`config.mk`:
```
export PLATFORM = sky130hd
export DESIGN_NAME = dap_sqrt_cell
export DESIGN_NICKNAME = d
export VERILOG_FILES = /design/src/sv/dap_shader_pkg.sv /design/src/sv/dap_sqrt_cell.sv
export SDC_FILE = /design/constraint.sdc
export NUM_CORES = 1
export LEC_CHECK = 0
export ABC_AREA = 0
export BUFFER_PORTS_ARGS = -buffer_cell sky130_fd_sc_hd__buf_2
export CORE_AREA = 2 2 147 149
export CTS_CLUSTER_DIAMETER = 150
export DETAILED_ROUTE_END_ITERATION = 10
export DIE_AREA = 0 0 149 151
export PLACE_DENSITY = 0.74
export SYNTH_ARGS = -nofsm -noshare
export SYNTH_HDL_FRONTEND = slang
export SYNTH_SLANG_ARGS = --single-unit
```
`constraint.sdc`:
```
create_clock -name clk -period 3.2 [get_ports clk]
set_clock_uncertainty 0.1 [all_clocks]
set_input_delay 0.32 -clock clk [delete_from_list [all_inputs] [get_ports clk]]
set_output_delay 0.32 -clock clk [all_outputs]
set_load 0.02 [all_outputs]
```
`src/sv/dap_shader_pkg.sv`:
```
package dap_shader_pkg;

  // Field widths fixed by the pixel format
  localparam int VecW  = 16;
  localparam int ChanW = 8;
  localparam int RegW  = 16;
  localparam int CfgIdxW = 3;

  // Arithmetic sizes
  localparam int SqrtSteps = 32;   // one root bit per cell
  localparam int DivSteps  = 13;   // quotient bits for a Q.12 cosine up to 4096
  localparam int ProdW = 64;       // |dir|^2 * |norm|^2
  localparam int RemW  = 35;
  localparam int RootW = 32;
  localparam int NumW  = 45;
  localparam int CosW  = 13;
  localparam logic [CosW-1:0] OneQ12 = 13'd4096;
  localparam logic [ChanW-1:0] ChanMax = 8'd255;

  // Configuration register indexes
  localparam logic [CfgIdxW-1:0] RegAmbient = 3'd0;
  localparam logic [CfgIdxW-1:0] RegLight   = 3'd1;
  localparam logic [CfgIdxW-1:0] RegBgRed   = 3'd2;
  localparam logic [CfgIdxW-1:0] RegBgGreen = 3'd3;
  localparam logic [CfgIdxW-1:0] RegBgBlue  = 3'd4;

  typedef struct packed {
    logic                   hit;
    logic signed [VecW-1:0] dir_x;
    logic signed [VecW-1:0] dir_y;
    logic signed [VecW-1:0] dir_z;
    logic signed [VecW-1:0] norm_x;
    logic signed [VecW-1:0] norm_y;
    logic signed [VecW-1:0] norm_z;
    logic [ChanW-1:0]       obj_red;
    logic [ChanW-1:0]       obj_green;
    logic [ChanW-1:0]       obj_blue;
  } dap_in_t;

  typedef struct packed {
    logic [ChanW-1:0] out_red;
    logic [ChanW-1:0] out_green;
    logic [ChanW-1:0] out_blue;
  } dap_out_t;

  // Data that rides along the chains unchanged
  typedef struct packed {
    logic             hit;
    logic [ChanW-1:0] red;
    logic [ChanW-1:0] green;
    logic [ChanW-1:0] blue;
    logic             dot_pos;
    logic [31:0]      dot_mag;
  } dap_side_t;

  typedef struct packed {
    logic [ProdW-1:0] x;
    logic [RemW-1:0]  rem;
    logic [RootW-1:0] root;
    dap_side_t        side;
  } dap_sqrt_t;

  typedef struct packed {
    logic [NumW-1:0]     num;
    logic [NumW-1:0]     den;
    logic [DivSteps-1:0] quo;
    logic                clamp;
    logic                ok;
    dap_side_t           side;
  } dap_div_t;

endpackage

```
`src/sv/dap_sqrt_cell.sv`:
```
module dap_sqrt_cell
  import dap_shader_pkg::*;
(
  input  logic      clk,
  input  logic      rst_n,
  input  logic      adv,
  input  logic      prev_valid,
  input  dap_sqrt_t prev,
  output logic      cell_valid,
  output dap_sqrt_t stage
);

  logic [RemW-1:0] rem_sh;
  logic [RemW-1:0] trial;
  dap_sqrt_t       cell_nxt;
  logic            valid_r;
  dap_sqrt_t       data_r;

  // Bring in the next two radicand bits and try the next root bit
  always_comb begin
    rem_sh = {prev.rem[RemW-3:0], prev.x[ProdW-1 -: 2]};
    trial  = {1'b0, prev.root, 2'b01};
    cell_nxt = prev;
    cell_nxt.x = {prev.x[ProdW-3:0], 2'b00};
    if (rem_sh >= trial) begin
      cell_nxt.rem  = rem_sh - trial;
      cell_nxt.root = {prev.root[RootW-2:0], 1'b1};
    end else begin
      cell_nxt.rem  = rem_sh;
      cell_nxt.root = {prev.root[RootW-2:0], 1'b0};
    end
  end

  always_ff @(posedge clk) begin
    if (!rst_n) begin
      valid_r <= 1'b0;
    end else if (adv) begin
      valid_r <= prev_valid;
    end
  end

  always_ff @(posedge clk) begin
    if (adv) begin
      data_r <= cell_nxt;
    end
  end

  assign cell_valid = valid_r;
  assign stage      = data_r;

endmodule

```
==> metrics, run 1 <==
DRC errors left 0; Die Area 22500 um2; input/output buffers 378; Starting Density 0.389; number of synthesized flops with an enable pin 187; Hold Crit Class in2reg; Cell Area, Synth 8100 um2; largest cells by area after synthesis edfxtp_1 69%, ha_1 5.3%, a21oi_1 3.2%; worst-path maximum fanout 6; Core ar. 20800 um2; CTS H-tree lvls 4; Tmin final 3.10 ns; CP arrival 3.31 ns; first-pass GRT wire length 39800 um; Placement Setup Slack 0.0399 ns; Cells after Synth 590; Clk Latency, worst-skew pair 0.43 ns; synthesized flop and latch total 188; DIE WIDTH 149 um; Yosys Warn Count 0; reg2reg end cell_valid; clock sinks 188; Initial DRC Count 407; Max Cap Viol 0; largest buffer count on any clock path 2; Synth Flop Type edfxtp_1; HPWL after DPL 20300 um; top cells by count, synth 187 x edfxtp_1, 51 x a21oi_1, 43 x nand2_1, 43 x nor2_1, 37 x inv_1; postcts setup bufs 0; final WL 28100 um; final hold vios 0; Worst Hold Path Cells 3; sequential element share of the synthesized area 0.695; hold_sp prev[99]; count leader, synth edfxtp_1; Final Power 0.00671 W; GRT Total Usage 0.240; top cell type's share of synthesized area 0.693; average wire per standard cell 19.6 um; Lkg Pwr 5.57 nW; area delta synth->final 55.8%; Crit. End Element register; Top-Level Pins 383; CTS tree done; row count 53; VDD IR-drop max 0.303 mV; Max Freq 323 MHz; slew margin rel. 0.622; Reg-to-Reg Start cell_valid; Clk Tree Root Cell clkbuf_16; WP data required 3.41 ns; worst slew pin tran 0.559 ns; Tcrit/Tclk final 0.968; asr flop ratio synth 0; largest area contributor in the netlist edfxtp_1; Placer Congestion 0.902; die height 151 um; clock buffer count from CTS 17; Finished Cell Area 12600 um2; initial antenna violation count 7; Setup CP Type in2reg; Hold EP stage[101]; DR vias/cell 4.86; fraction of layout instances using a drive strength above 1 0.391; R2R cell count 2; DR vias 6961; final core occ 0.606; max-slew violations 0; Post-DRT Antenna Nets 0; nets@finish 1367; r2r setup slk 2.48 ns; vias in the first global route 6828; PD cells 531 nW/um2; largest net degree at the start of global routing 67; Area after DPL 10400 um2; Avg Inst Size Synth 13.7 um2; drt first pass iters 4; final worst setup slack 0.101 ns; CTS clk-pin slew, worst paths 0.08 ns; final setup vio count 0; Setup crit start kind primary input; GRT Residual Overflow 0; Fin Hold WS 0.0618 ns; outcome completed; Yosys cell types 52
critical path, cell delays in order:
cell           delay, ns
dlygate4sd3_1       0.52
buf_2               0.11
inv_1               0.04
ha_1                0.36
a21oi_1             0.16
o21ai_0             0.09
buf_4               0.15
a311oi_1            0.35
nand3_1             0.23
a211oi_2            0.33
o311ai_1            0.20
a211oi_1            0.30
a31o_2              0.15
worst max-delay path by stage:
| stage | start | to | slack (ns) | cells after the start |
|---|---|---|---|---|
| 2_1_floorplan | prev[58] | stage[124] | 0.36 | 11 |
| 3_3_place_gp | prev[58] | stage[96] | 0.12 | 13 |
| 3_5_place_dp | prev[58] | stage[91] | 0.04 | 13 |
| 4_1_cts | prev[65] | stage[124] | 0.01 | 13 |
| 5_1_grt | prev[72] | stage[124] | -0.03 | 12 |
| 6_report | prev[65] | stage[124] | 0.10 | 13 |
layout make-up:
class / count / area, um2
fill: 1661 / 8200
sequential: 188 / 5640
timing repair buffer: 554 / 3640
multi-input combinational: 341 / 2230
clock buffer: 18 / 429
tap: 275 / 344
clock inverter: 14 / 180
inverter: 38 / 145
antenna: 5 / 12.5
per-layer routing:
metal	global-route usage	part of all wire	up-vias
met1	0.284	0.39	3313
met5	0	0.0012	-
met4	0.0995	0.035	4
li1	-	-	3301
met2	0.409	0.50	288
met3	0.0756	0.081	55
registers in the layout (all words and copies together) (netlist names):
register,flops
stage,187
cell_valid,1
repair_timing:
item / 4_1_cts / 5_1_grt
hold buffers: 152 / 0
endpoints found under the hold margin: 152 / 0
setup endpoints to repair: 0 / 26
gates resized for setup: 0 / 12
placed cells by master, fill, tap and decap left out, drive strengths merged, types with 2 or more instances in the layout:
cell type    netlist  final
o211a              2      2
nand3             12     12
buf                7    401
and3               8      8
nor2              43     43
nor4               3      3
clkbuf            17     19
xor2              12     12
clkinv             0      9
o22ai              2      2
mux2i              2      2
a21o              14     14
a211oi             8      8
dlygate4sd3        0    152
nand4              7      7
a21oi             51     51
o21a               4      4
and2               3      3
a311o              2      2
nand2             44     44
o21ai             21     21
conb               1      2
o211ai             5      5
edfxtp           187    187
o21bai             3      3
a31oi              6      6
inv               38     43
diode              0      5
xnor2             16     16
o31ai              3      3
nor3               9      9
nand2b             8      8
ha                34     34
a31o               3      3
stage by stage:
step | TNS (ns) | instances
2_1_floorplan | 0 | 591
3_3_place_gp | 0 | 1244
3_5_place_dp | 0 | 1244
4_1_cts | 0 | 1428
5_1_grt | -0.0316 | 1430
6_report | 0 | 1433
cell families (layout without fill, tap and decap cells):
logic type,count (synthesis),count (layout),share of synthesized area
adder cells (fa/ha/maj),34,34,0.0525
AO/OA/AOI/OAI,132,132,0.102
other,1,7,0.000463
multiplexers,3,3,0.00386
buffers and inverters,62,624,0.0327
flip-flops,188,188,0.695
AND/OR/NAND/NOR,142,142,0.0825
XOR/XNOR,28,28,0.0303
where the power goes:
group	switching [W]	leakage, nW	internal [W]
logic	0.000926	3.44	0.000625
registers	0.0000626	1.84	0.00299
clock network	0.00105	0.293	0.00106
Power figures use the tool's default switching activity.
==> run 2: changes to the inputs <==
--- a/config.mk
+++ b/config.mk
@@ -7,11 +7,11 @@
 export LEC_CHECK = 0
 export ABC_AREA = 0
 export BUFFER_PORTS_ARGS = -buffer_cell sky130_fd_sc_hd__buf_2
-export CORE_AREA = 2 2 147 149
+export CORE_AREA = 2 2 150 152
 export CTS_CLUSTER_DIAMETER = 150
 export DETAILED_ROUTE_END_ITERATION = 10
-export DIE_AREA = 0 0 149 151
-export PLACE_DENSITY = 0.74
+export DIE_AREA = 0 0 152 154
+export PLACE_DENSITY = 0.77
 export SYNTH_ARGS = -nofsm -noshare
 export SYNTH_HDL_FRONTEND = slang
 export SYNTH_SLANG_ARGS = --single-unit
==> run 2 against run 1 <==
- non-clock buffer count shrank 1
- first-iteration DRC count grew 26%
- setup slack gained 0.0058 ns
- sequential share of layout area shrank 0.20 points
- core utilization shrank 2.2 points
- die area grew 4.0%
- highest routed layer unchanged
- via count grew 0.93%
- cell count grew 0.21%
- sequential cell count is the same
- critical path type unchanged
- total power grew 2.9%
- combinational power is essentially flat
- final area grew 0.45%
==> metrics, run 2 (same netlist as run 1, synthesis figures left out) <==
Final Power 0.00691 W (+2.9%); Clk Latency, worst-skew pair 0.44 ns (about the same); slew margin rel. 0.580 (-0.0421); Top Usage Layer GRT met2; commonest non-fill, non-tap cell in the layout buf_2; r2r setup slk 2.48 ns (about the same); R2R cell count 2 (unchanged); final setup vio count 0 (unchanged); CP most frequent cell o211ai_1; die height 154 um (+2.0%); CP arrival 3.19 ns (-0.12 ns); Initial DRC Count 511 (+26%); M3 GR Usage 0.0660 (-0.00965); family with the most delay on the worst path compound AO/OA/AOI/OAI gates; CTS clk-pin slew, worst paths 0.08 ns (about the same); max-slew violations 0 (unchanged); Setup CP Type in2reg; CP max stage cell dlygate4sd3_1; GRT Residual Overflow 0 (unchanged); Core ar. 21700 um2 (+4.2%); vias in the first global route 7133 (+4.5%); # fillers 1749 (+5.3%); largest net degree at the start of global routing 77 (+15%); average wire per standard cell 19.9 um (+1.3%); outcome completed; Area after DPL 10400 um2 (about the same); worst slew pin tran 0.630 ns (+0.0705 ns); DR vias/cell 4.89 (+0.72%); Tmin final 3.09 ns (-0.00580 ns); input/output buffers 378 (unchanged); Clk Tree Root Cell clkbuf_16; grt met1 use 0.283 (-0.000567); GRT Total Usage 0.239 (-0.00113); CTS H-tree lvls 4 (unchanged); commonest cells after routing, fill and taps aside 377 x buf_2, 187 x edfxtp_1, 152 x dlygate4sd3_1; nets@finish 1366 (-0.073%); setup TNS 0 ns (unchanged); fraction of layout instances using a drive strength above 1 0.394 (+0.00294); Top-Level Pins 383 (unchanged); final worst setup slack 0.107 ns (+0.00580 ns); Max Freq 323 MHz (+0.19%); Worst Hold Path Cells 3 (unchanged); PD cells 545 nW/um2 (+2.5%); CP Cell Sequence dlygate4sd3_1 -> buf_2 -> inv_1 -> ha_1 -> o211ai_1 -> o211ai_1 -> a311o_1 -> and3_1 -> or3_1 -> nand2_2 -> buf_6 -> a211oi_1 -> a31o_2; Crit. End Element register; clock buffer count from CTS 17 (unchanged); DRC errors left 0 (unchanged); drt first pass iters 5 (+1); Lkg Pwr 5.59 nW (+0.34%); row count 54 (+1.9%); clock sinks 188 (unchanged); Setup crit start kind primary input; max FFs per register 187 (unchanged); Hold Crit Class in2reg; met2 GRT Util 0.413 (+0.00416); CTS tree done; Worst Setup SP prev[59]; Finished Cell Area 12700 um2 (+0.45%); first-pass GRT wire length 42400 um (+6.4%); VDD IR-drop max 0.373 mV (+23%); initial antenna violation count 5 (-2); reg2reg end cell_valid; hold_sp prev_valid; worst stage delay on the critical path 0.52 ns (about the same); Max Cap Viol 0 (unchanged); WP data required 3.29 ns (-0.12 ns); final core occ 0.585 (-0.0216); area delta synth->final 56.5%; Reg-to-Reg Start cell_valid; DIE WIDTH 152 um (+2.0%); Hold EP cell_valid; Starting Density 0.374 (-0.0155); largest buffer count on any clock path 2 (unchanged); final WL 28600 um (+1.5%); DR vias 7026 (+0.93%); Tcrit/Tclk final 0.967 (-0.00181); HPWL after DPL 20700 um (+2.2%); final hold vios 0 (unchanged); Placement Setup Slack -0.00428 ns (-0.0442 ns); worst-path maximum fanout 12 (+6); Placer Congestion 0.848 (-6.0%); Buf+Inv Stages, Crit Path 4 (unchanged); Post-DRT Antenna Nets 0 (unchanged); Die Area 23400 um2 (+4.0%)
-- run 2: report_power, final --
group	internal (W)	leakage (nW)	switching, W
clock	0.00117	0.314	0.00113
sequential	0.00299	1.84	0.0000631
combinational	0.000625	3.44	0.000935
total	0.00478	5.59	0.00213
-- run 2: timing repair --
action / CTS / global route
endpoints found under the hold margin: 152 / 0
setup endpoints to repair: 0 / 22
gates resized for setup: 0 / 17
buffers inserted: 0 / 1
hold buffers: 152 / 0
-- run 2: how the worst max path moves through the flow --
stage | cells after the start | endpoint | slack, ns
detailed placement | 13 | stage[122] | -0.004
global placement | 13 | stage[122] | 0.09
finish | 13 | stage[124] | 0.11
floorplan | 11 | stage[124] | 0.36
global route | 14 | stage[122] | -0.01
CTS | 14 | stage[122] | 0.02
-- run 2: worst min-delay path: stages --
cell	delay (ns)
buf_2	0.08
mux2i_1	0.06
nor2b_1	0.10
-- run 2: cell type report --
type / instances / area [um2] / area share
timing repair buffer: 553 / 3640 / 0.287
multi-input combinational: 341 / 2250 / 0.178
antenna: 4 / 10.0 / 0.000789
tap: 280 / 350 / 0.0276
clock buffer: 17 / 425 / 0.0335
clock inverter: 15 / 228 / 0.0180
inverter: 38 / 145 / 0.0114
sequential: 188 / 5640 / 0.444
-- run 2: stage by stage --
| stage | cells | hold WS (ns) |
|---|---|---|
| 6_report | 1436 | 0.0550 |
| 3_5_place_dp | 1247 | 0.398 |
| 5_1_grt | 1434 | 0.0449 |
| 2_1_floorplan | 591 | 0.319 |
| 4_1_cts | 1431 | 0.0334 |
| 3_3_place_gp | 1247 | 0.397 |
-- run 2: metal layers --
metal	vias to the layer above	wire, um
li1	3304	-
met5	-	27
met4	4	1260
met2	309	14300
met3	70	1770
met1	3339	11200
==> run 3: changes to the inputs <==
--- a/config.mk
+++ b/config.mk
@@ -12,6 +12,7 @@
 export DETAILED_ROUTE_END_ITERATION = 10
 export DIE_AREA = 0 0 152 154
 export PLACE_DENSITY = 0.77
+export SKIP_LAST_GASP = 1
 export SYNTH_ARGS = -nofsm -noshare
 export SYNTH_HDL_FRONTEND = slang
 export SYNTH_SLANG_ARGS = --single-unit
==> constraint.sdc (replaced) <==
create_clock -name clk -period 3.2 [get_ports clk]
set_clock_uncertainty 0.1 [all_clocks]
set_input_delay 0 -clock clk [delete_from_list [all_inputs] [get_ports clk]]
set_output_delay 0 -clock clk [all_outputs]
set_load 0.02 [all_outputs]
==> run 3 against run 2 <==
- setup slack better by 0.082 ns
- maximum frequency is 2.7% higher
- register-to-register slack lost 0.56 ns
- largest cell class unchanged
==> metrics, run 3 (same netlist as run 1, synthesis figures left out) <==
CP arrival 3.09 ns (-0.10 ns); DRC errors left 0 (unchanged); final hold vios 0 (unchanged); first-pass GRT wire length 42500 um (+0.31%); Setup CP Type in2reg; DR vias/cell 4.90 (+0.23%); CTS tree done; GRT Residual Overflow 0 (unchanged); share of power burned in the clock network 0.319 (-0.013); reg2reg end cell_valid; Placement Setup Slack 0.208 ns (+0.212 ns); VDD IR-drop max 0.319 mV (-14%); Hold Crit Class in2reg; input/output buffers 378 (unchanged); clock buffer count from CTS 17 (unchanged); Buf+Inv Stages, Crit Path 5 (+1); CTS H-tree lvls 4 (unchanged); Max Freq 332 MHz (+2.7%); final setup vio count 0 (unchanged); CTS clk-pin slew, worst paths 0.08 ns (about the same); initial antenna violation count 5 (unchanged); Setup crit start kind primary input; largest net degree at the start of global routing 72 (-6.5%); DR vias 7140 (+1.6%); Starting Density 0.374 (unchanged); fraction of layout instances using a drive strength above 1 0.366 (-0.0281); HPWL after DPL 20400 um (-1.4%); Clk Tree Root Cell clkbuf_16; Max Cap Viol 0 (unchanged); slew margin rel. 0.631 (+0.0505); Post-DRT Antenna Nets 0 (unchanged); area delta synth->final 58.6%; reported net switching power 0.00208 W (-2.0%); Core ar. 21700 um2 (unchanged); average wire per standard cell 19.7 um (-1.1%); area occupied by registers 5640 um2 (unchanged); GRT Total Usage 0.240 (+0.00117); clock sinks 188 (unchanged); worst stage delay on the critical path 0.53 ns (about the same); largest buffer count on any clock path 2 (unchanged); r2r setup slk 1.92 ns (-0.56 ns); DIE WIDTH 152 um (unchanged); worst-path maximum fanout 22 (+10); hold_sp prev[37]; Placer Congestion 0.895 (+5.5%); Die Area 23400 um2 (unchanged); footprint of the multi-input gates 2210 um2 (-1.8%); nets@finish 1389 (+1.7%); CP most frequent cell o211ai_1; Sw Ratio 0.308 (about the same); combinational power share 0.230 (+0.004); Crit. End Element register; PD cells 526 nW/um2 (-3.3%); Tcrit/Tclk final 0.941 (-0.0255); worst slew pin tran 0.547 ns (-0.0828 ns); Tmin final 3.01 ns (-0.0817 ns); Initial DRC Count 457 (-11%); # fillers 1675 (-4.2%); sequential power share 0.451 (+0.009); CP max stage cell dlygate4sd3_1; R2R cell count 3 (+1); Hold EP stage[37]; max-slew violations 0 (unchanged); drt first pass iters 5 (unchanged); Lkg Pwr 5.67 nW (+1.3%); row count 54 (unchanged); setup TNS 0 ns (unchanged); Worst Hold Path Cells 2 (-1); Clk Latency, worst-skew pair 0.43 ns (about the same); CP Cell Sequence dlygate4sd3_1 -> buf_2 -> inv_1 -> ha_1 -> o211ai_1 -> o211ai_1 -> a311o_1 -> and3_1 -> or3_1 -> nand2_2 -> inv_2 -> buf_12 -> nor2_1 -> a21oi_1; Pint 0.00468 W (-2.0%); Top-Level Pins 383 (unchanged); WP data required 3.28 ns (about the same); commonest non-fill, non-tap cell in the layout buf_2; commonest cells after routing, fill and taps aside 377 x buf_2, 189 x dlygate4sd3_1, 187 x edfxtp_1; max FFs per register 187 (unchanged); RSZ-0062 raised after global routing false; final WL 28600 um (+0.29%); vias in the first global route 7206 (+1.0%); Reg-to-Reg Start cell_valid; final worst setup slack 0.188 ns (+0.0817 ns); family with the most delay on the worst path buffers and inverters; die height 154 um (unchanged); outcome completed
run 3: per-layer routing:
layer	global-route usage	share of wire	wire length, um	vias to the layer above
li1	-	-	-	3345
met1	0.281	0.38	11000	3388
met2	0.417	0.51	14600	331
met3	0.0722	0.071	2040	68
met4	0.0943	0.035	1020	8
met5	0	0.0019	55	-
run 3: stage by stage:
step / hold slack, ns / util / instances / cell area [um2] / power [W]
2_1_floorplan: -0.00113 / - / 591 / 8110 / 0.00388
3_3_place_gp: 0.0774 / 0.475 / 1232 / 10300 / 0.00442
3_5_place_dp: 0.0781 / 0.475 / 1232 / 10300 / 0.00445
4_1_cts: 0.148 / 0.592 / 1453 / 12800 / 0.00681
5_1_grt: 0.164 / 0.593 / 1455 / 12900 / 0.00702
6_report: 0.170 / 0.593 / 1456 / 12900 / 0.00677
run 3: area by class of cell:
type | instances | area share
Sequential cell | 188 | 0.438
Timing Repair Buffer | 576 | 0.302
Multi-Input combinational cell | 341 | 0.172
Clock buffer | 17 | 0.0331
Tap cell | 280 | 0.0273
Clock inverter | 15 | 0.0157
Inverter | 38 | 0.0111
Antenna cell | 1 | 0.000195
run 3: worst reg2reg max path, stage by stage, from the launching register on:
cell and delay, ns:
dfxtp_1 0.32, mux2i_1 0.13, nor2b_1 0.07, dlygate4sd3_1 0.55
run 3: what timing repair did:
| action | 4_1_cts | 5_1_grt |
|---|---|---|
| resized for setup | 0 | 2 |
| buffers inserted | 0 | 2 |
| setup endpoints to repair | 0 | 20 |
| endpoints found under the hold margin | 237 | 0 |
| hold buffers | 189 | 0 |
run 3: power groups by stage:
stage / logic (W) / registers (W) / clock network (W)
final: 0.00155 / 0.00305 / 0.00216
after global routing: 0.00166 / 0.00308 / 0.00228
after CTS: 0.00154 / 0.00305 / 0.00221
after detailed placement: 0.00134 / 0.00310 / 0
after global placement: 0.00132 / 0.00310 / 0
after floorplan: 0.000464 / 0.00342 / 0
run 3: worst max-delay path by stage:
stage               startpoint         end  slack, ns  cells past startpoint
finish                prev[58]  stage[115]       0.19                     14
detailed placement    prev[58]  stage[124]       0.21                     12
global placement      prev[58]  stage[124]       0.28                     12
CTS                   prev[58]  stage[115]       0.14                     14
global route          prev[58]   stage[91]       0.02                     14
floorplan             prev[58]  stage[124]       0.68                     11
