<file path="config.mk">
export PLATFORM = sky130hd
export DESIGN_NAME = dap_div_cell
export DESIGN_NICKNAME = d
export VERILOG_FILES = /design/src/sv/dap_shader_pkg.sv /design/src/sv/dap_div_cell.sv
export SDC_FILE = /design/constraint.sdc
export NUM_CORES = 1
export LEC_CHECK = 0
export ABC_AREA = 1
export BUFFER_PORTS_ARGS = -buffer_cell sky130_fd_sc_hd__buf_4
export CAP_MARGIN = 20
export CORE_ASPECT_RATIO = 1.1
export CORE_MARGIN = 3
export CORE_UTILIZATION = 51
export CTS_BUF_LIST = sky130_fd_sc_hd__clkbuf_4 sky130_fd_sc_hd__clkbuf_8 sky130_fd_sc_hd__clkbuf_16
export DETAILED_ROUTE_END_ITERATION = 8
export GPL_ROUTABILITY_DRIVEN = 0
export GPL_TIMING_DRIVEN = 0
export PLACE_DENSITY = 0.81
export SYNTH_ARGS = -nofsm -noshare
export SYNTH_HDL_FRONTEND = slang
export SYNTH_SLANG_ARGS = --single-unit
</file>
<file path="constraint.sdc">
create_clock -name clk -period 2.45 [get_ports clk]
set_input_delay 0.3675 -clock clk [delete_from_list [all_inputs] [get_ports clk]]
set_output_delay 0.3675 -clock clk [all_outputs]
set_load 0.02 [all_outputs]
</file>
<file path="src/sv/dap_shader_pkg.sv">
package dap_shader_pkg;

  // Field widths fixed by the pixel format
  localparam int VecW  = 16;
  localparam int ChanW = 8;
  localparam int RegW  = 16;
  localparam int CfgIdxW = 3;

  // Arithmetic sizes
  localparam int SqrtSteps = 32;   // one root bit per cell
  localparam int DivSteps  = 13;   // quotient bits for a Q.12 cosine up to 4096
  localparam int ProdW = 64;       // |dir|^2 * |norm|^2
  localparam int RemW  = 35;
  localparam int RootW = 32;
  localparam int NumW  = 45;
  localparam int CosW  = 13;
  localparam logic [CosW-1:0] OneQ12 = 13'd4096;
  localparam logic [ChanW-1:0] ChanMax = 8'd255;

  // Configuration register indexes
  localparam logic [CfgIdxW-1:0] RegAmbient = 3'd0;
  localparam logic [CfgIdxW-1:0] RegLight   = 3'd1;
  localparam logic [CfgIdxW-1:0] RegBgRed   = 3'd2;
  localparam logic [CfgIdxW-1:0] RegBgGreen = 3'd3;
  localparam logic [CfgIdxW-1:0] RegBgBlue  = 3'd4;

  typedef struct packed {
    logic                   hit;
    logic signed [VecW-1:0] dir_x;
    logic signed [VecW-1:0] dir_y;
    logic signed [VecW-1:0] dir_z;
    logic signed [VecW-1:0] norm_x;
    logic signed [VecW-1:0] norm_y;
    logic signed [VecW-1:0] norm_z;
    logic [ChanW-1:0]       obj_red;
    logic [ChanW-1:0]       obj_green;
    logic [ChanW-1:0]       obj_blue;
  } dap_in_t;

  typedef struct packed {
    logic [ChanW-1:0] out_red;
    logic [ChanW-1:0] out_green;
    logic [ChanW-1:0] out_blue;
  } dap_out_t;

  // Data that rides along the chains unchanged
  typedef struct packed {
    logic             hit;
    logic [ChanW-1:0] red;
    logic [ChanW-1:0] green;
    logic [ChanW-1:0] blue;
    logic             dot_pos;
    logic [31:0]      dot_mag;
  } dap_side_t;

  typedef struct packed {
    logic [ProdW-1:0] x;
    logic [RemW-1:0]  rem;
    logic [RootW-1:0] root;
    dap_side_t        side;
  } dap_sqrt_t;

  typedef struct packed {
    logic [NumW-1:0]     num;
    logic [NumW-1:0]     den;
    logic [DivSteps-1:0] quo;
    logic                clamp;
    logic                ok;
    dap_side_t           side;
  } dap_div_t;

endpackage

</file>
<file path="src/sv/dap_div_cell.sv">
module dap_div_cell
  import dap_shader_pkg::*;
(
  input  logic     clk,
  input  logic     rst_n,
  input  logic     adv,
  input  logic     prev_valid,
  input  dap_div_t prev,
  output logic     cell_valid,
  output dap_div_t stage
);

  dap_div_t cell_nxt;
  logic     valid_r;
  dap_div_t data_r;

  // One restoring step: subtract the shifted divisor if it fits
  always_comb begin
    cell_nxt = prev;
    cell_nxt.den = {1'b0, prev.den[NumW-1:1]};
    if (prev.num >= prev.den) begin
      cell_nxt.num = prev.num - prev.den;
      cell_nxt.quo = {prev.quo[DivSteps-2:0], 1'b1};
    end else begin
      cell_nxt.quo = {prev.quo[DivSteps-2:0], 1'b0};
    end
  end

  always_ff @(posedge clk) begin
    if (!rst_n) begin
      valid_r <= 1'b0;
    end else if (adv) begin
      valid_r <= prev_valid;
    end
  end

  always_ff @(posedge clk) begin
    if (adv) begin
      data_r <= cell_nxt;
    end
  end

  assign cell_valid = valid_r;
  assign stage      = data_r;

endmodule

</file>
==> out/metrics.cfg, run 1 <==
[synthesis]
yosys-top-cells-count=429 x nand2_1, 234 x inv_1, 162 x edfxtp_1
netlist_instances=1176
synth_area_leaders=edfxtp_1 51%, nand2_1 17%, inv_1 9.1%, ha_1 5.8%, nand3_1 5.3%
synthesis.area_um2=9630
yosys_warnings=0
synth-seq-area-share_pct=50.7
yosys_register_bits=163
synth_nets=1389
yosysTopAreaCell=edfxtp_1
ys.flop_type=edfxtp_1
synth_edf_count=162
synth.top_cell.area_share_pct=50.5
synth.avg_cell_area_um2=8.19
yosysMostFrequentCell=nand2_1
synth_cell_types=34
async_flop_share_pct=0

[drt]
postRouteAntennaNets=0
drt_wl_total_um=29800
first_iter_violations=695
route.detailed.drc=0
via_per_inst=4.99
wl_per_cell_um=16.7
first_pass_iters=6
vias=8893

[worst_setup_path]
worstRegToRegCells=2
path_cells=buf_4 -> inv_1 -> ha_1 -> buf_4 -> nand2_2 -> nand2_1 -> inv_2 -> nand2_2 -> nand2_1 -> nand2_1 -> nand2_1 -> nand2_2 -> nand3_2 -> nand2_1 -> nand2_2 -> buf_2 -> nand3_1 -> nand2_1
cp.buffers_inverters=5
regToRegStartpoint=cell_valid
start_kind=input pin
slowest_stage=ha_1
regToRegSetupSlack_ns=1.78
cp-end-kind=flip-flop
criticalPathCategory=in -> reg
arrival_ns=2.42
required_ns=2.64
critPathMaxStageDelay_ns=0.26
crit_fanout=10
cpMostUsedCell=nand2_1
crit_family=simple AND/OR/NAND/NOR gates
reg2reg_to=cell_valid

[hold_path]
min-delay-start=prev[23]
hold_depth=1
hp-class=in -> reg
holdPathEnd=stage[23]

[pwr]
seqPwrFrac_pct=41.5
switching_share_pct=32.4
p_leak_nw=6.72
clockPowerShare_pct=31.3
p_int_mw=5.65
power_mw=8.36
pwr-share-comb_pct=27.2
ir_drop_mv=0.519
p_switching_mw=2.70
p_per_area_nw_per_um2=643

[global_route]
grt_max_degree=92
first_global_vias=8711
track_usage_pct=28.4
use_met2_pct=47.6
grt_overflow=0
grt_pass1_wl_um=44500
busiest_layer=met2
grt_use_met1_pct=31.6
grt_use_met3_pct=10.2
antenna_found_initial=1

[outcome]
outcome=complete, no violations

[die]
dieArea_um2=20600
dieWidth_um=137
start_util_pct=52.1
core_um2=18500
die_h_um=150
io_pins=331
rows=52

[layout]
fillers=1501
syn_to_final_growth_pct=35.0
final_cell_count_no_fill=1781
register_area_um2=4880
multi_input_area_um2=3690
num-nets-final=1737
drive_above_1_share_pct=26.5

[run]
drv_cap=0

[sta]
relSlewSlack_pct=53.5
rsz0062_at_grt=false
max_freq_mhz=449
tns_ns=0
hold_violations=0
setup_slack_ns=0.221
worst_slew_pin_slew_ns=0.698
report.final.slew_viol_count=0
setup_violations=0
period_share_pct=91.0
finalClockSkew_ns=0
period_needed_ns=2.23

[placed_design]
io_buffers=328
place_ws_ns=-0.204
dp_hpwl_um=23900
dpl.cell_count=1748

[clock_network]
cts_buffer_depth=2
cts.sinks=163
cts-hold-fix-buffers=0
cts_resized=0
clock-root-buffer=clkbuf_16
clk_pin_slew_ns=0.07
cts_tree=yes
cts_setup_buffers=0
numCtsBuffers=17
insertion_delay_ns=0.42
htreeDepth=4

## sequential cells by signal, summed over array words and instances (netlist names)
signal,cells
cell_valid,1
stage,162
## worst max-delay path by stage
stage                        start         end  slack [ns]  cells past startpoint
after floorplan           prev[75]  stage[141]        0.34                     17
after global placement    prev[75]  stage[122]       -0.17                     18
after detailed placement  prev[75]  stage[131]       -0.20                     18
after CTS                 prev[75]  stage[131]        0.25                     18
after global routing      prev[75]  stage[140]        0.06                     18
final                     prev[75]  stage[131]        0.22                     18
## area by class of cell
class	count	area share, %
Inverter	243	7.01
Antenna cell	1	0.0192
Multi-Input combinational cell	754	28.4
Clock inverter	14	1.09
Clock buffer	18	3.33
Timing Repair Buffer	329	19.2
Tap cell	243	2.34
Buffer	16	1.07
Sequential cell	163	37.6
## stage by stage
stage / cell area [um2] / hold slack (ns) / utilization, %
2_1_floorplan: 9630 / 0.461 / -
3_3_place_gp: 12400 / 0.527 / 67.1
3_5_place_dp: 12400 / 0.547 / 67.2
4_1_cts: 13000 / 0.0948 / 70.4
5_1_grt: 13000 / 0.0906 / 70.4
6_report: 13000 / 0.108 / 70.4
## cell families after synthesis
| family | Yosys count | synth area share [%] |
|---|---|---|
| buffers and inverters | 259 | 10.9 |
| XOR/XNOR | 25 | 2.27 |
| adder cells (fa/ha/maj) | 46 | 6.06 |
| flip-flops | 163 | 50.7 |
| AO/OA/AOI/OAI | 37 | 2.11 |
| AND/OR/NAND/NOR | 645 | 27.9 |
| other | 1 | 0.0389 |
## per-layer routing
metal | vias up | routed length [um]
met3 | 91 | 3410
li1 | 4401 | -
met1 | 3982 | 10700
met5 | - | 0
met2 | 419 | 14200
met4 | 0 | 1470
## worst register-to-register path, delay by kind of cell (launching register included)
| family | cells | cell delay (ns) |
|---|---|---|
| AO/OA/AOI/OAI | 2 | 0.23 |
| flip-flops | 1 | 0.31 |
## power by group through the flow
stage               registers (mW)  clock network [mW]  logic, mW
floorplan                     3.88                   0      0.907
global placement              3.52                   0       2.21
detailed placement            3.53                   0       2.25
CTS                           3.47                2.65       2.26
global route                  3.50                2.76       2.47
finish                        3.47                2.61       2.27
## cells in the final DEF, fill, tap and decap left out, types with 5 or more instances in the layout
cell type,netlist,routed
a21oi_1,27,27
buf_4,6,333
buf_6,7,8
clkbuf_16,0,17
clkinvlp_4,0,5
edfxtp_1,162,162
ha_1,45,45
inv_1,234,234
inv_2,8,8
inv_8,0,7
nand2_1,429,429
nand3_1,102,102
nand3b_1,6,6
nand4_1,7,7
nor2_1,71,71
nor2_2,13,13
xor2_1,24,24
Note: power is estimated with default switching activity, not from simulation.
==> run 2: changes to the inputs <==
--- a/config.mk
+++ b/config.mk
@@ -5,17 +5,16 @@
 export SDC_FILE = /design/constraint.sdc
 export NUM_CORES = 1
 export LEC_CHECK = 0
-export ABC_AREA = 1
 export BUFFER_PORTS_ARGS = -buffer_cell sky130_fd_sc_hd__buf_4
 export CAP_MARGIN = 20
 export CORE_ASPECT_RATIO = 1.1
 export CORE_MARGIN = 3
-export CORE_UTILIZATION = 51
+export CORE_UTILIZATION = 50
 export CTS_BUF_LIST = sky130_fd_sc_hd__clkbuf_4 sky130_fd_sc_hd__clkbuf_8 sky130_fd_sc_hd__clkbuf_16
 export DETAILED_ROUTE_END_ITERATION = 8
 export GPL_ROUTABILITY_DRIVEN = 0
 export GPL_TIMING_DRIVEN = 0
-export PLACE_DENSITY = 0.81
+export PLACE_DENSITY = 0.91
 export SYNTH_ARGS = -nofsm -noshare
 export SYNTH_HDL_FRONTEND = slang
 export SYNTH_SLANG_ARGS = --single-unit
==> out/metrics.cfg, run 2 <==
[die]
start_util_pct=51.5  ; -0.56 points
io_pins=331  ; unchanged
dieArea_um2=18700  ; -9.2%
die_h_um=143  ; -4.7%
core_um2=16600  ; -10%
dieWidth_um=131  ; -4.7%
rows=49  ; -5.8%

[synthesis]
synth_cell_types=67  ; +97%
yosysTopAreaCell=edfxtp_1
synth-simple-area-share_pct=10.4  ; -18 points
netlist_instances=722  ; -39%
synth_compound_area_share_pct=16.5  ; +14 points
synth.top_cell.area_share_pct=57.0  ; +6.5 points
yosysMostFrequentCell=edfxtp_1
yosys_warnings=0  ; unchanged
synth.avg_cell_area_um2=11.8  ; +44%
synth_fa_ha_area_share_pct=6.83  ; +0.78 points
synthMuxAreaShare_pct=0.235  ; +0.23 points
synth_nets=935  ; -33%
yosys_register_bits=163  ; unchanged
async_flop_share_pct=0  ; unchanged
ys.flop_type=edfxtp_1
synth_edf_count=162  ; unchanged
synthesis.area_um2=8530  ; -11%
synth-xor-area-share_pct=3.80  ; +1.5 points
synth-seq-area-share_pct=57.2  ; +6.5 points
synth_area_leaders=edfxtp_1 57%, ha_1 6.6%, a21oi_1 3.9%, nor2_1 2.6%, inv_1 2.5%
yosys-top-cells-count=162 x edfxtp_1, 67 x a21oi_1, 58 x nor2_1
synth_top_family_by_area=compound AO/OA/AOI/OAI gates

[drt]
route.detailed.drc=0  ; unchanged
drt_wl_total_um=30200  ; +1.3%
postRouteAntennaNets=0  ; unchanged
wl_per_cell_um=23.0  ; +37%
via_per_inst=6.04  ; +21%
first_iter_violations=839  ; +21%
first_pass_iters=6  ; unchanged
vias=7939  ; -11%

[hold_path]
hp-class=in -> reg

[pwr]
p_per_area_nw_per_um2=677  ; +5.3%
p_switching_mw=2.82  ; +4.4%
seqPwrFrac_pct=40.1  ; -1.4 points
switching_share_pct=32.6  ; +0.23 points
ir_drop_mv=0.464  ; -10%
p_int_mw=5.84  ; +3.3%
pwr-share-comb_pct=29.1  ; +1.9 points
p_leak_nw=5.44  ; -19%
clockPowerShare_pct=30.8  ; -0.5 points

[placed_design]
dpl.cell_count=1255  ; -28%
io_buffers=328  ; unchanged
dp_hpwl_um=20900  ; -13%

[global_route]
grt_pass1_wl_um=41400  ; -7.0%
track_usage_pct=29.0  ; +0.68 points
grt_max_degree=87  ; -5.4%
first_global_vias=7472  ; -14%
grt_overflow=0  ; unchanged
antenna_found_initial=1  ; unchanged

[run]
drv_cap=0  ; unchanged

[sta]
report.final.slew_viol_count=0  ; unchanged
finalClockSkew_ns=0  ; unchanged
hold_violations=0  ; unchanged
worst_slew_pin_slew_ns=0.786  ; +0.0876 ns
setup_slack_ns=-0.111  ; -0.332 ns
period_share_pct=105  ; +14 points
relSlewSlack_pct=47.6  ; -5.8 points
period_needed_ns=2.56  ; +0.332 ns
rsz0062_at_grt=true
max_freq_mhz=391  ; -13%
setup_violations=31  ; +31

[clock_network]
cts-hold-fix-buffers=0  ; unchanged
cts_buffer_depth=2  ; unchanged
cts_tree=yes
clk_pin_slew_ns=0.08  ; about the same
htreeDepth=4  ; unchanged
clock-root-buffer=clkbuf_16
cts.sinks=163  ; unchanged
numCtsBuffers=17  ; unchanged
insertion_delay_ns=0.43  ; about the same

[worst_setup_path]
cp-end-kind=flip-flop
required_ns=2.70  ; +0.06 ns
start_kind=input pin
criticalPathCategory=in -> reg
crit_fanout=10  ; unchanged
arrival_ns=2.81  ; +0.39 ns

[layout]
layout_commonest_cell=buf_4
multi_input_area_um2=3820  ; +3.5%
largest_reg_flops=162  ; unchanged
fillers=982  ; -35%
layout_common_cells=354 x buf_4, 162 x edfxtp_1, 53 x a21oi_1, 50 x inv_1, 50 x nand2_1
register_area_um2=4880  ; unchanged
num-nets-final=1310  ; -25%
final_cell_count_no_fill=1315  ; -26%
drive_above_1_share_pct=48.4  ; +22 points
syn_to_final_growth_pct=49.9
final_util_pct=77.3  ; +6.9 points

[outcome]
outcome=finished, violations left
violations=setup timing

run 2: changes by cell type after synthesis, sizes merged, moves of 10 or more:
cell,before,now
inv,242,57
o21ai,3,37
a21oi,27,77
a31oi,0,10
xnor2,1,18
nor2,86,59
nand3,103,18
nand2,433,51
a21o,1,18
nand4,8,18
run 2: worst paths after layout:
path / cells after the start / start / slack (ns) / endpoint
min reg2reg: 2 / cell_valid / 0.53 / cell_valid
min: 1 / prev[30] / 0.10 / stage[30]
max: 14 / prev[94] / -0.11 / stage[124]
max reg2reg: 2 / cell_valid / 1.86 / cell_valid
run 2: cell type report:
cell class / count / share of cell area (%)
flip-flops and latches: 163 / 38.2
clock inverters: 15 / 1.22
diodes: 1 / 0.0196
well taps: 204 / 1.99
inverters: 57 / 1.89
clock buffers: 17 / 3.32
repair buffers: 356 / 21.4
plain buffers: 27 / 2.09
multi-input cells: 475 / 29.9
run 2: repair_timing:
action	in CTS	in global routing
gates resized for setup	37	71
pin swaps	15	27
cloned	1	0
setup endpoints to repair	41	45
buffers inserted	10	17
run 2: metrics by stage:
stage | setup WS, ns | power [mW] | TNS, ns | area (um2) | hold slack (ns)
after global routing | -0.222 | 8.95 | -6.05 | 12800 | 0.0960
after global placement | -0.710 | 5.70 | -22.66 | 11500 | 0.497
after floorplan | -0.0819 | 4.80 | -0.844 | 8800 | 0.466
after CTS | -0.109 | 8.48 | -0.193 | 12400 | 0.0980
final | -0.111 | 8.66 | -1.32 | 12800 | 0.104
after detailed placement | -0.783 | 5.77 | -24.10 | 11600 | 0.520
run 2: cell families after synthesis:
group / Yosys count
XOR/XNOR: 37
multiplexers: 2
flip-flops: 163
other: 1
buffers and inverters: 84
AND/OR/NAND/NOR: 186
AO/OA/AOI/OAI: 203
adder cells (fa/ha/maj): 46
run 2: worst max-delay path: stages:
cell,delay (ns)
buf_4,0.09
inv_1,0.04
ha_1,0.30
clkbuf_4,0.21
nand4_1,0.12
buf_4,0.19
nor4_4,0.36
nand2_1,0.13
o21ai_2,0.12
a311o_2,0.26
nor2_8,0.06
buf_4,0.14
buf_8,0.14
o31ai_4,0.27
run 2: power groups by stage:
| stage | Sequential [mW] | Combinational, mW | Clock [mW] |
|---|---|---|---|
| 2_1_floorplan | 3.88 | 0.927 | 0 |
| 3_3_place_gp | 3.52 | 2.18 | 0 |
| 3_5_place_dp | 3.53 | 2.24 | 0 |
| 4_1_cts | 3.47 | 2.34 | 2.67 |
| 5_1_grt | 3.50 | 2.65 | 2.80 |
| 6_report | 3.47 | 2.52 | 2.66 |
run 2: per-layer routing:
metal | wire length (um) | track usage, % | up-vias
met5 | 0 | 0 | -
met4 | 1780 | 13.1 | 0
met3 | 3020 | 7.07 | 155
met2 | 14900 | 50.3 | 578
met1 | 10500 | 33.9 | 3758
li1 | - | - | 3448
==> run 3: changes to the inputs <==
--- a/config.mk
+++ b/config.mk
@@ -7,14 +7,16 @@
 export LEC_CHECK = 0
 export BUFFER_PORTS_ARGS = -buffer_cell sky130_fd_sc_hd__buf_4
 export CAP_MARGIN = 20
+export CELL_PAD_IN_SITES_DETAIL_PLACEMENT = 0
+export CELL_PAD_IN_SITES_GLOBAL_PLACEMENT = 1
 export CORE_ASPECT_RATIO = 1.1
 export CORE_MARGIN = 3
-export CORE_UTILIZATION = 50
+export CORE_UTILIZATION = 38
 export CTS_BUF_LIST = sky130_fd_sc_hd__clkbuf_4 sky130_fd_sc_hd__clkbuf_8 sky130_fd_sc_hd__clkbuf_16
 export DETAILED_ROUTE_END_ITERATION = 8
 export GPL_ROUTABILITY_DRIVEN = 0
 export GPL_TIMING_DRIVEN = 0
-export PLACE_DENSITY = 0.91
+export PLACE_DENSITY = 0.9
 export SYNTH_ARGS = -nofsm -noshare
 export SYNTH_HDL_FRONTEND = slang
 export SYNTH_SLANG_ARGS = --single-unit
==> out/metrics.cfg, run 3 (same netlist as run 2, synthesis figures left out) <==
[outcome]
outcome=finished, violations left
violations=setup timing

[sta]
setup_violations=8  ; -74%
fin_hold_ws_ns=0.105  ; +0.00171 ns
hold_violations=0  ; unchanged
rsz0062_at_grt=true
setup_slack_ns=-0.0653  ; +0.0454 ns
report.final.slew_viol_count=0  ; unchanged
period_needed_ns=2.52  ; -0.0454 ns
max_freq_mhz=398  ; +1.8%
worst_slew_pin_slew_ns=0.844  ; +0.0580 ns
finalClockSkew_ns=0  ; unchanged
relSlewSlack_pct=43.7  ; -3.9 points
period_share_pct=103  ; -1.9 points

[clock_network]
clock-root-buffer=clkbuf_16
cts_buffer_depth=2  ; unchanged
htreeDepth=4  ; unchanged
cts.sinks=163  ; unchanged
insertion_delay_ns=0.43  ; about the same
clk_pin_slew_ns=0.08  ; about the same
numCtsBuffers=17  ; unchanged
cts_tree=yes

[global_route]
antenna_found_initial=1  ; unchanged
grt_overflow=0  ; unchanged
track_usage_pct=22.1  ; -7.0 points
first_global_vias=7228  ; -3.3%
grt_max_degree=92  ; +5.7%
grt_pass1_wl_um=40900  ; -1.2%

[pwr]
power_mw=8.60  ; -0.64%
ir_drop_mv=0.471  ; +1.4%
p_leak_nw=5.45  ; about the same
p_per_area_nw_per_um2=667  ; -1.4%

[drt]
first_pass_iters=5  ; -1
route.detailed.drc=0  ; unchanged
first_iter_violations=702  ; -16%
via_per_inst=5.23  ; -13%
vias=7324  ; -7.7%
wl_per_cell_um=20.2  ; -12%
drt_wl_total_um=28200  ; -6.4%
postRouteAntennaNets=0  ; unchanged

[worst_setup_path]
crit_fanout=4  ; -6
slowest_stage=a2111oi_4
required_ns=2.64  ; -0.06 ns
cp-end-kind=flip-flop
critPathMaxStageDelay_ns=0.47  ; +0.11 ns
cp.buffers_inverters=1  ; -5
start_kind=input pin
path_cells=buf_4 -> ha_4 -> fa_2 -> nor2b_4 -> o21bai_4 -> a2111oi_4 -> o31ai_4 -> a21oi_2 -> o221ai_2 -> a21o_1 -> a31o_2
criticalPathCategory=in -> reg
arrival_ns=2.70  ; -0.11 ns
crit_family=compound AO/OA/AOI/OAI gates
regToRegSetupSlack_ns=1.80  ; -0.06 ns

[die]
start_util_pct=39.3  ; -12 points
dieWidth_um=149  ; +14%
rows=56  ; +14%
core_um2=21700  ; +31%
die_h_um=163  ; +14%
io_pins=331  ; unchanged
dieArea_um2=24300  ; +30%

[run]
drv_cap=0  ; unchanged

[placed_design]
place_ws_ns=-0.698  ; +0.0857 ns
io_buffers=328  ; unchanged
dp_hpwl_um=21700  ; +4.2%

[layout]
drive_above_1_share_pct=47.9  ; -0.50 points
layout_commonest_cell=buf_4
layout_common_cells=353 x buf_4, 162 x edfxtp_1, 52 x a21oi_1, 49 x nand2_1, 49 x nor2_1
syn_to_final_growth_pct=51.1
num-nets-final=1309  ; -0.076%
largest_reg_flops=162  ; unchanged

[hold_path]
hp-class=in -> reg

## run 3: metrics by stage
step | cell area [um2] | util [%] | setup TNS, ns | instances
floorplan | 8800 | - | -0.844 | 722
global placement | 11600 | 53.5 | -25.46 | 1340
detailed placement | 11700 | 53.7 | -25.01 | 1341
CTS | 12400 | 56.9 | -0.527 | 1377
global route | 12900 | 59.4 | -1.40 | 1400
finish | 12900 | 59.4 | -0.146 | 1400
## run 3: metal layers
metal  GRT usage [%]  share of wire, %
met2            35.7                48
met1            27.6                40
met3            7.27               9.5
met4            8.24               2.9
met5               0                 0
## run 3: what timing repair did
action / in CTS / in global routing
setup endpoints to repair: 40 / 45
hold endpoints to repair: 0 / 0
gates resized for setup: 16 / 81
buffers inserted: 4 / 22
pin swaps: 3 / 32
hold buffers: 0 / 0
cloned: 0 / 2
## run 3: final timing paths
path,from,endpoint,depth (start not counted)
worst max-delay path,prev[73],stage[160],11
worst max register to register,cell_valid,cell_valid,2
worst min register to register,cell_valid,cell_valid,2
worst min-delay path,prev[65],stage[66],1
## run 3: final cells by class
type | count | area [um2]
Antenna cell | 1 | 2.50
Buffer | 25 | 250
Clock buffer | 17 | 425
Clock inverter | 15 | 156
Fill cell | 1799 | 8830
Inverter | 57 | 244
Multi-Input combinational cell | 475 | 3790
Sequential cell | 163 | 4880
Tap cell | 290 | 363
Timing Repair Buffer | 357 | 2780
## run 3: worst reg2reg max path, cell delays in order, from the launching register on
cell and delay [ns]:
dfxtp_1 0.32, mux2i_1 0.15, nor2b_1 0.07
## run 3: power by group
part	internal, mW	switching [mW]	total, mW
clock network	1.37	1.30	2.67
registers	3.39	0.0741	3.46
logic	1.09	1.38	2.47
